$ cat src/shamp_pkg.sv
package shamp_pkg;

   // Field and storage widths
   localparam int BYTE_W      = 8;
   localparam int WORD_W      = 64;
   localparam int WORD_BYTES  = WORD_W / BYTE_W;
   localparam int BLOCK_BYTES = 64;
   localparam int BLOCK_WORDS = BLOCK_BYTES / WORD_BYTES;
   localparam int FILL_W      = $clog2(BLOCK_BYTES);
   localparam int WIDX_W      = $clog2(BLOCK_WORDS);
   localparam int BYTE_POS_W  = $clog2(WORD_BYTES);
   localparam int COUNT_W     = 61;
   localparam int PREFIX_W    = 7;

   // Two banks of one block each: ping-pong between assembly and readout
   localparam int RAM_DEPTH   = 2 * BLOCK_WORDS;
   localparam int RAM_AW      = $clog2(RAM_DEPTH);

   // Longest job: two blocks (full block plus one padding block, or two padding blocks)
   localparam int STEP_W      = 5;

   // Padding constants
   localparam logic [BYTE_W-1:0] PAD_MARK = 8'h80;
   localparam int LEN_POS = 56;

   // Port packing
   localparam int REQ_TDATA_W = 8;
   localparam int RSP_TDATA_W = 72;
   localparam int RSP_PAD_W   = RSP_TDATA_W - WORD_W - WIDX_W;
   localparam int RSP_TUSER_W = 2;

   // One readout job: an optional full block, then optional padding blocks
   typedef struct packed {
      logic                 full_en;
      logic                 two_blk;
      logic                 bank;
      logic [WIDX_W-1:0]    fill_word;
      logic [STEP_W-1:0]    last_step;
      logic [WORD_W-1:0]    partial;
      logic [WORD_W-1:0]    len_word;
   } job_type;

endpackage

$ cat src/shamp_ram.sv
module shamp_ram #(
   parameter int WIDTH = 64,
   parameter int DEPTH = 16
) (
   input  logic                     clock,
   input  logic                     wr_en,
   input  logic [$clog2(DEPTH)-1:0] wr_addr,
   input  logic [WIDTH-1:0]         wr_data,
   input  logic                     rd_en,
   input  logic [$clog2(DEPTH)-1:0] rd_addr,
   output logic [WIDTH-1:0]         rd_data
);

   logic [WIDTH-1:0] mem_ff [DEPTH];
   logic [WIDTH-1:0] rd_data_ff;

   always_ff @(posedge clock) begin
      if (wr_en) begin
         mem_ff[wr_addr] <= wr_data;
      end
      if (rd_en) begin
         rd_data_ff <= mem_ff[rd_addr];
      end
   end

   assign rd_data = rd_data_ff;

endmodule

$ cat src/shamp_reader.sv
module shamp_reader (
   input  logic                                clock,
   input  logic                                reset,
   input  logic                                job_valid,
   input  shamp_pkg::job_type                  job,
   output logic                                slot_free,
   output logic                                ram_rd_en,
   output logic [shamp_pkg::RAM_AW-1:0]        ram_rd_addr,
   input  logic [shamp_pkg::WORD_W-1:0]        ram_rd_data,
   output logic                                rsp_tvalid,
   input  logic                                rsp_tready,
   output logic [shamp_pkg::RSP_TDATA_W-1:0]   rsp_tdata,
   output logic [shamp_pkg::RSP_TUSER_W-1:0]   rsp_tuser,
   output logic                                rsp_tlast
);
   import shamp_pkg::*;

   typedef struct packed {
      logic              use_ram;
      logic [WIDX_W-1:0] word_index;
      logic              end_of_block;
      logic              message_done;
      logic              run_last;
   } beat_type;

   logic               cur_valid_ff;
   logic               pend_valid_ff;
   job_type            cur_ff;
   job_type            pend_ff;
   logic [STEP_W-1:0]  step_ff;

   logic               s1_valid_ff;
   beat_type           s1_ff;
   logic [WORD_W-1:0]  s1_word_ff;

   logic               rsp_valid_ff;
   logic [WORD_W-1:0]  rsp_word_ff;
   logic [WIDX_W-1:0]  rsp_index_ff;
   logic               rsp_eob_ff;
   logic               rsp_done_ff;
   logic               rsp_last_ff;

   logic               out_load;
   logic               adv;
   logic               is_full;
   logic [STEP_W-1:0]  pad_step;
   logic [WIDX_W:0]    pad_pos;
   logic [WIDX_W:0]    last_pad;
   logic [WIDX_W:0]    fill_pos;
   beat_type           beat;
   logic [WORD_W-1:0]  beat_word;

   assign out_load  = s1_valid_ff && (!rsp_valid_ff || rsp_tready);
   assign adv       = cur_valid_ff && (!s1_valid_ff || out_load);
   assign slot_free = !pend_valid_ff;

   // Step decode: full-block words first, then padding words
   always_comb begin
      is_full  = cur_ff.full_en && (step_ff < STEP_W'(BLOCK_WORDS));
      pad_step = step_ff - (cur_ff.full_en ? STEP_W'(BLOCK_WORDS) : STEP_W'(0));
      pad_pos  = pad_step[WIDX_W:0];
      last_pad = cur_ff.two_blk ? (WIDX_W+1)'(2 * BLOCK_WORDS - 1)
                                : (WIDX_W+1)'(BLOCK_WORDS - 1);
      fill_pos = {1'b0, cur_ff.fill_word};

      beat.use_ram      = is_full || (pad_pos < fill_pos);
      beat.word_index   = is_full ? step_ff[WIDX_W-1:0] : pad_pos[WIDX_W-1:0];
      beat.end_of_block = (beat.word_index == WIDX_W'(BLOCK_WORDS - 1));
      beat.message_done = !is_full && (pad_pos == last_pad);
      beat.run_last     = (step_ff == cur_ff.last_step);

      if (pad_pos == fill_pos) begin
         beat_word = cur_ff.partial;
      end else if (pad_pos == last_pad) begin
         beat_word = cur_ff.len_word;
      end else begin
         beat_word = '0;
      end
   end

   assign ram_rd_en   = adv && beat.use_ram;
   assign ram_rd_addr = {cur_ff.bank, beat.word_index};

   always_ff @(posedge clock) begin
      if (reset) begin
         cur_valid_ff  <= 1'b0;
         pend_valid_ff <= 1'b0;
         step_ff       <= '0;
         s1_valid_ff   <= 1'b0;
         rsp_valid_ff  <= 1'b0;
      end else begin
         if (adv) begin
            if (step_ff == cur_ff.last_step) begin
               cur_valid_ff <= 1'b0;
               step_ff      <= '0;
            end else begin
               step_ff <= step_ff + STEP_W'(1);
            end
         end
         if (!cur_valid_ff && pend_valid_ff) begin
            cur_valid_ff  <= 1'b1;
            pend_valid_ff <= 1'b0;
         end
         if (job_valid) begin
            if (!cur_valid_ff && !pend_valid_ff) begin
               cur_valid_ff <= 1'b1;
            end else begin
               pend_valid_ff <= 1'b1;
            end
         end
         if (adv) begin
            s1_valid_ff <= 1'b1;
         end else if (out_load) begin
            s1_valid_ff <= 1'b0;
         end
         if (out_load) begin
            rsp_valid_ff <= 1'b1;
         end else if (rsp_tready) begin
            rsp_valid_ff <= 1'b0;
         end
      end
   end

   always_ff @(posedge clock) begin
      if (!cur_valid_ff && pend_valid_ff) begin
         cur_ff <= pend_ff;
      end else if (job_valid && !cur_valid_ff) begin
         cur_ff <= job;
      end
      if (job_valid && cur_valid_ff) begin
         pend_ff <= job;
      end
      if (adv) begin
         s1_ff      <= beat;
         s1_word_ff <= beat_word;
      end
      if (out_load) begin
         rsp_word_ff  <= s1_ff.use_ram ? ram_rd_data : s1_word_ff;
         rsp_index_ff <= s1_ff.word_index;
         rsp_eob_ff   <= s1_ff.end_of_block;
         rsp_done_ff  <= s1_ff.message_done;
         rsp_last_ff  <= s1_ff.run_last;
      end
   end

   assign rsp_tvalid = rsp_valid_ff;
   assign rsp_tdata  = {{RSP_PAD_W{1'b0}}, rsp_index_ff, rsp_word_ff};
   assign rsp_tuser  = {rsp_done_ff, rsp_eob_ff};
   assign rsp_tlast  = rsp_last_ff;

`ifndef NO_ASSERTIONS
   a_no_job_when_full: assert property (@(posedge clock) disable iff (reset)
      job_valid |-> !pend_valid_ff)
      else $error("job offered while pending slot occupied");

   a_step_in_range: assert property (@(posedge clock) disable iff (reset)
      cur_valid_ff |-> (step_ff <= cur_ff.last_step))
      else $error("step counter beyond end of job");

   a_pend_promoted: assert property (@(posedge clock) disable iff (reset)
      (pend_valid_ff && !cur_valid_ff) |=> (cur_valid_ff && !pend_valid_ff))
      else $error("pending job not promoted");

   a_done_is_last: assert property (@(posedge clock) disable iff (reset)
      (rsp_tvalid && rsp_tuser[1]) |-> (rsp_tlast && rsp_tuser[0]))
      else $error("message done without end of block and run end");
`endif

endmodule

$ cat src/sha256_message_padder_top.sv
// SHA-256 message padder.
// Request channel (req_*): one message byte per request. req_tdata holds the
// byte, req_tuser[0] says whether the byte is present (0 allows an empty
// message) and req_tlast closes the message after this request's byte.
// Response channel (rsp_*): 64-bit block words, eight per 64-byte block,
// byte 8i+k of the block at bits 8k+7..8k. Each full block goes out as soon
// as its last byte arrives; at end of message one padding block follows, or
// two when 56 or more bytes are pending (0x80, zeros, big-endian bit length).
// csr_wr_en/csr_wr_data load the prefix byte count that is added into the
// length field (HMAC inner hash); write it only while the block is idle.
// Throughput: one request per cycle while bytes stream and the job slot is
// free. The block buffer is a two-bank RAM: one bank is filled while the
// reader drains the other, one word per cycle while the receiver is ready.
// With the reader idle, a job enters at the edge that takes the request ending
// its block or message; each word then passes a read stage and the output register.
// A job that finds the reader busy waits in a one-entry slot; while that slot
// is occupied req_tready is low, and the next request waits on readout.
// Reset is synchronous and clears counts, prefix and the job queue; RAM
// contents are not cleared. A stalled receiver freezes the output register
// and the read pipeline, and back-pressure reaches req_tready once the slot fills.
module sha256_message_padder_top (
   input  logic                                  clock,
   input  logic                                  reset,
   input  logic                                  csr_wr_en,
   input  logic [shamp_pkg::PREFIX_W-1:0]        csr_wr_data,
   input  logic                                  req_tvalid,
   output logic                                  req_tready,
   input  logic [shamp_pkg::REQ_TDATA_W-1:0]     req_tdata,   // [7:0] data_byte
   input  logic [0:0]                            req_tuser,   // [0] byte_present
   input  logic                                  req_tlast,   // end_of_message
   output logic                                  rsp_tvalid,
   input  logic                                  rsp_tready,
   output logic [shamp_pkg::RSP_TDATA_W-1:0]     rsp_tdata,   // [63:0] block_word,
                                                              // [66:64] word_index
   output logic [shamp_pkg::RSP_TUSER_W-1:0]     rsp_tuser,   // [0] end_of_block,
                                                              // [1] message_done
   output logic                                  rsp_tlast    // run_last
);
   import shamp_pkg::*;

   logic [PREFIX_W-1:0]   prefix_ff;
   logic [FILL_W-1:0]     fill_ff;
   logic [COUNT_W-1:0]    count_ff;
   logic                  bank_ff;
   logic [WORD_W-1:0]     acc_ff;
   logic [WORD_W-1:0]     acc_in;

   logic                  accept;
   logic                  present;
   logic                  eom;
   logic [BYTE_W-1:0]     data_byte;
   logic                  blk_full;
   logic                  issue;
   logic [FILL_W-1:0]     fill_after;
   logic [COUNT_W-1:0]    count_next;
   logic [COUNT_W-1:0]    len_sum;
   logic [WORD_W-1:0]     len_bits;
   job_type               job;
   logic                  slot_free;

   logic                  ram_we;
   logic [RAM_AW-1:0]     ram_wr_addr;
   logic                  ram_rd_en;
   logic [RAM_AW-1:0]     ram_rd_addr;
   logic [WORD_W-1:0]     ram_rd_data;

   assign present   = req_tuser[0];
   assign eom       = req_tlast;
   assign data_byte = req_tdata[BYTE_W-1:0];
   assign req_tready = slot_free;
   assign accept    = req_tvalid && req_tready;

   // Byte lands in the word being assembled
   always_comb begin
      for (int k = 0; k < WORD_BYTES; k++) begin
         acc_in[BYTE_W*k +: BYTE_W] =
            (present && (fill_ff[BYTE_POS_W-1:0] == BYTE_POS_W'(k))) ?
            data_byte : acc_ff[BYTE_W*k +: BYTE_W];
      end
   end

   assign fill_after = fill_ff + FILL_W'(present);
   assign blk_full   = present && (fill_ff == FILL_W'(BLOCK_BYTES - 1));
   assign count_next = count_ff + COUNT_W'(present);
   assign len_sum    = count_ff + COUNT_W'(prefix_ff) + COUNT_W'(present);
   assign len_bits   = {len_sum, 3'b000};
   assign issue      = accept && (blk_full || eom);

   // Word write when its eighth byte arrives
   assign ram_we      = accept && present &&
                        (fill_ff[BYTE_POS_W-1:0] == BYTE_POS_W'(WORD_BYTES - 1));
   assign ram_wr_addr = {bank_ff, fill_ff[FILL_W-1:BYTE_POS_W]};

   // Job descriptor: partial word with pad mark, byte-swapped length
   always_comb begin
      job.full_en   = blk_full;
      job.two_blk   = (fill_after >= FILL_W'(LEN_POS));
      job.bank      = bank_ff;
      job.fill_word = fill_after[FILL_W-1:BYTE_POS_W];
      job.last_step = (blk_full ? STEP_W'(BLOCK_WORDS) : STEP_W'(0))
                    + (eom ? (job.two_blk ? STEP_W'(2 * BLOCK_WORDS) : STEP_W'(BLOCK_WORDS))
                           : STEP_W'(0))
                    - STEP_W'(1);
      for (int k = 0; k < WORD_BYTES; k++) begin
         if (BYTE_POS_W'(k) < fill_after[BYTE_POS_W-1:0]) begin
            job.partial[BYTE_W*k +: BYTE_W] = acc_in[BYTE_W*k +: BYTE_W];
         end else if (BYTE_POS_W'(k) == fill_after[BYTE_POS_W-1:0]) begin
            job.partial[BYTE_W*k +: BYTE_W] = PAD_MARK;
         end else begin
            job.partial[BYTE_W*k +: BYTE_W] = '0;
         end
         job.len_word[BYTE_W*k +: BYTE_W] =
            len_bits[BYTE_W*(WORD_BYTES-1-k) +: BYTE_W];
      end
   end

   always_ff @(posedge clock) begin
      if (reset) begin
         prefix_ff <= '0;
         fill_ff   <= '0;
         count_ff  <= '0;
         bank_ff   <= 1'b0;
      end else begin
         if (csr_wr_en) begin
            prefix_ff <= csr_wr_data;
         end
         if (accept) begin
            fill_ff  <= eom ? '0 : fill_after;
            count_ff <= eom ? '0 : count_next;
         end
         if (issue) begin
            bank_ff <= ~bank_ff;
         end
      end
   end

   always_ff @(posedge clock) begin
      if (accept) begin
         acc_ff <= acc_in;
      end
   end

   shamp_ram #(
      .WIDTH (WORD_W),
      .DEPTH (RAM_DEPTH)
   ) u_ram (
      .clock   (clock),
      .wr_en   (ram_we),
      .wr_addr (ram_wr_addr),
      .wr_data (acc_in),
      .rd_en   (ram_rd_en),
      .rd_addr (ram_rd_addr),
      .rd_data (ram_rd_data)
   );

   shamp_reader u_reader (
      .clock       (clock),
      .reset       (reset),
      .job_valid   (issue),
      .job         (job),
      .slot_free   (slot_free),
      .ram_rd_en   (ram_rd_en),
      .ram_rd_addr (ram_rd_addr),
      .ram_rd_data (ram_rd_data),
      .rsp_tvalid  (rsp_tvalid),
      .rsp_tready  (rsp_tready),
      .rsp_tdata   (rsp_tdata),
      .rsp_tuser   (rsp_tuser),
      .rsp_tlast   (rsp_tlast)
   );

`ifndef NO_ASSERTIONS
   a_bank_split: assert property (@(posedge clock) disable iff (reset)
      (ram_we && ram_rd_en) |-> (ram_wr_addr[RAM_AW-1] != ram_rd_addr[RAM_AW-1]))
      else $error("assembly and readout hit the same bank");

   a_counts_cleared: assert property (@(posedge clock) disable iff (reset)
      (accept && eom) |=> ((fill_ff == '0) && (count_ff == '0)))
      else $error("counts not cleared after message end");

   a_bank_flips: assert property (@(posedge clock) disable iff (reset)
      issue |=> (bank_ff != $past(bank_ff)))
      else $error("bank not switched after job issue");
`endif

endmodule

$ cat config.mk
export PLATFORM = sky130hd
export DESIGN_NAME = sha256_message_padder_top
export DESIGN_NICKNAME = d
export VERILOG_FILES = /design/src/shamp_pkg.sv /design/src/shamp_ram.sv /design/src/shamp_reader.sv /design/src/sha256_message_padder_top.sv
export SDC_FILE = /design/constraint.sdc
export NUM_CORES = 2
export LEC_CHECK = 0
export BUFFER_PORTS_ARGS = -buffer_cell sky130_fd_sc_hd__buf_2
export CORE_ASPECT_RATIO = 0.5
export CORE_MARGIN = 2
export CORE_UTILIZATION = 25
export DETAILED_ROUTE_END_ITERATION = 8
export PLACE_DENSITY_LB_ADDON = 0.12
export SYNTH_ARGS = -nofsm -noshare
export SYNTH_HDL_FRONTEND = slang
export SYNTH_SLANG_ARGS = --single-unit
export TNS_END_PERCENT = 30
$ cat constraint.sdc
create_clock -name clock -period 10.3 [get_ports clock]
set_input_delay 2.06 -clock clock [delete_from_list [all_inputs] [get_ports clock]]
set_output_delay 2.06 -clock clock [all_outputs]
set_load 0.02 [all_outputs]
==> results.tsv <==
stage	metric	value	unit
status	outcome	complete, no violations	
synth	syn_inst	3261	
clocking	numCtsBuffers	174	
sta	fmax	205	MHz
detailed_routing	drt_iter0_markers	3021	
detailed_routing	wirelength	191	mm
floorplan	num_rows	131	
detailed_routing	drc	0	
synth	yosysMostFrequentCell	edfxtp_1	
floorplan	die_w	718	um
clocking	cts_setup_buffers	0	
synth	yosys.area.top_type	edfxtp_1	
pwr	p_clk_share	42.6	%
critical_path	arrival	5290	ps
floorplan	design.portCount	99	
final_layout	drive_gt1_share	26.6	%
sta	setup_viol	0	
sta	rsz0062_at_grt	false	
floorplan	die_area	260000	um2
clocking	clockBufferDepth	4	
final_layout	area_growth_syn_to_layout	15.6	%
critical_path	critPathLaunchType	input pin	
global_routing	use_met2	22.3	%
final_layout	nNetsFinal	3469	
place	gp_congestion	0.768	
critical_path	cp_data_required_time	10720	ps
global_routing	grt_max_degree	103	
detailed_routing	vias	32100	
run	maxCapViolations	0	
clocking	clock_sinks	1626	
place	placedCellCount	6644	
global_routing	groute.usage.overall	14.4	%
critical_path	r2r_cells	5	
clocking	cts_htree_levels	4	
synth	netlist_area	63800	um2
pwr	power.internal	11.0	mW
final_layout	fin_cells	6956	
clocking	path_clk_slew	60	ps
floorplan	die-height	361	um
detailed_routing	firstDrtPassIters	5	
clocking	tritoncts	built	
sta	setup_tns	0	ps
sta	tightest_slew	1160	ps
synth	synth_ff_type	edfxtp_1	
synth	yosysTopAreaCellShare	72.6	%
clocking	cts_hold_buf	0	
sta	slew_headroom	22.9	%
detailed_routing	viasPerCell	4.61	
global_routing	grt_pass1_wl	265	mm
global_routing	grt_use_met1	21.3	%
synth	ys_types	61	
detailed_routing	ant_nets	0	
min_path	min_from	u_reader.s1_ff[3]	
global_routing	grt_pass1_vias	32400	
place	portBuffers	93	
sta	hold_viol	0	
synth	async_flop_share	0	%
global_routing	antenna_found_initial	27	
synth	synthTopCellsByCount	1542 x edfxtp_1, 320 x mux4_2, 187 x nand2_1, 184 x mux2_2, 138 x nor2_1	
synth	synth-seq-cells	1626	
place	dp_hpwl	117	mm
floorplan	core	254000	um2
critical_path	crit_path_end_kind	flip-flop	
clocking	ctsResizeCount	0	
pwr	p_per_area	191	nW/um2
clocking	insertion_delay	820	ps
critical_path	reg2reg_to	u_ram.rd_data[34]	
synth	synth_edf_count	1542	
min_path	min_to	u_reader.rsp_index_ff[0]	
pwr	leakage	22.1	nW
critical_path	r2r_setup_slack	6000	ps
critical_path	crit_path_max_fanout	45	
global_routing	grt_overflow	0	
min_path	hold_path.class	reg -> reg	
pwr	combPwrFrac	4.9	%
floorplan	initial_core_util	25.1	%
global_routing	busiest_layer	met2	
sta	post-route-period-util	47.3	%
synth	ys_warn_count	0	
sta	worst_clock_skew	52.6	ps
synth	yosys-top-cells-area	edfxtp_1 73%, mux4_2 11%, mux2_2 3.2%	
sta	period_needed	4870	ps
clocking	clockRootBuffer	clkbuf_16	
pwr	ir_worst_vdd	107	uV
pwr	finalPower	14.1	mW
critical_path	reg2reg_from	u_reader.step_ff[1]	
synth	synth_seq_area_share	75.2	%
detailed_routing	avgRoutedWirePerCell	27.4	um
pwr	p_seq_share	52.6	%
critical_path	path_class	in -> reg	
min_path	min_path_cells	0	
pwr	switching_share	22.0	%
pwr	p_sw	3.11	mW
sta	maxSlewViolCount	0	
synth	avgSynthCellArea	19.6	um2
global_routing	grt_util_met3	2.40	%
[flip-flops by register name, indices dropped and copies added, names as in the netlist, 5 cells and up]
| name | cells |
|---|---|
| u_ram.mem_ff | 1024 |
| u_reader.pend_ff | 126 |
| u_reader.cur_ff | 125 |
| acc_ff | 64 |
| u_ram.rd_data | 64 |
| u_reader.rsp_word_ff | 64 |
| count_ff | 61 |
| u_reader.s1_word_ff | 61 |
| prefix_ff | 7 |
| u_reader.s1_ff | 7 |
| fill_ff | 6 |
| u_reader.step_ff | 5 |
[layout make-up]
type	instances	area, um2
fill	25100	181000
sequential	1626	48000
multi-input combinational	1450	15200
clock buffer	228	4640
tap	3391	4240
timing repair buffer	160	981
clock inverter	75	624
inverter	17	65.1
antenna	9	22.5
[worst max path at each step]
stage	start	end	depth (start not counted)
3_5_place_dp	req_tvalid	u_reader.cur_ff[25]	8
2_1_floorplan	req_tvalid	u_reader.cur_ff[0]	5
6_report	req_tvalid	u_reader.cur_ff[3]	8
4_1_cts	req_tvalid	u_reader.cur_ff[27]	8
5_1_grt	req_tvalid	u_reader.cur_ff[3]	8
3_3_place_gp	req_tvalid	u_reader.cur_ff[93]	8
[stage by stage]
step           worst slack, ps  util (%)  hold WS (ps)  instance area [um2]
5_1_grt                   5200      29.0           423                73700
2_1_floorplan              535         -           400                63800
4_1_cts                   5400      29.0           423                73700
3_5_place_dp              4550      26.9           407                68500
6_report                  5430      29.0           431                73800
3_3_place_gp              4550      26.9           403                68500
[logic make-up (layout without fill, tap and decap cells)]
| group | after synthesis | in the layout | synth area share [%] |
|---|---|---|---|
| compound gates | 201 | 201 | 2.17 |
| xor+xnor | 82 | 82 | 1.13 |
| fa+ha+maj | 18 | 18 | 0.377 |
| buf+inv | 189 | 480 | 1.27 |
| flops | 1626 | 1626 | 75.2 |
| mux | 513 | 513 | 14.7 |
| other cells | 1 | 14 | 0.00588 |
| simple gates | 631 | 631 | 5.15 |
[power by group through the flow]
stage                     Combinational [mW]  Sequential (mW)  Clock, mW
after floorplan                        0.426             7.53          0
after global routing                   0.743             7.43       6.44
after global placement                 0.710             7.56          0
after detailed placement               0.713             7.56          0
after CTS                              0.716             7.42       6.19
final                                  0.687             7.42       6.01
[cell usage in the layout, fill, tap and decap left out, types with 10 or more instances in the layout]
cell | Yosys | routed
or4_1 | 20 | 20
buf_2 | 42 | 93
clkinv_1 | 0 | 38
dfxtp_1 | 84 | 81
mux2_2 | 184 | 184
a31oi_1 | 29 | 29
nor3_1 | 27 | 22
clkbuf_16 | 0 | 174
bufinv_16 | 0 | 10
xor2_1 | 39 | 39
o211ai_1 | 13 | 13
edfxtp_1 | 1542 | 1542
or3_1 | 35 | 35
and2_1 | 28 | 26
nor4_1 | 11 | 11
mux4_2 | 320 | 320
nand3_1 | 43 | 43
nand4_1 | 50 | 50
xnor2_1 | 43 | 43
clkbuf_1 | 104 | 46
nor2b_1 | 39 | 38
ha_1 | 16 | 16
o31ai_1 | 10 | 10
nor2_4 | 0 | 15
a22o_1 | 57 | 57
a21oi_1 | 29 | 28
buf_4 | 11 | 66
inv_1 | 17 | 16
nor2_1 | 138 | 123
o21ai_0 | 40 | 40
nand2_1 | 187 | 186
clkinv_2 | 0 | 16
[critical path, stage by stage]
cell	delay, ps
buf_2	140
nand2_1	440
clkinv_2	510
o21a_1	240
nor2_1	110
nor2_4	600
buf_4	460
buf_4	620
[per-layer routing]
metal	vias to the layer above	wire length, um
li1	13600	-
met1	17400	91000
met2	846	86000
met3	238	9750
met4	0	3780
met5	-	0
(Power assumes the default switching activity.)
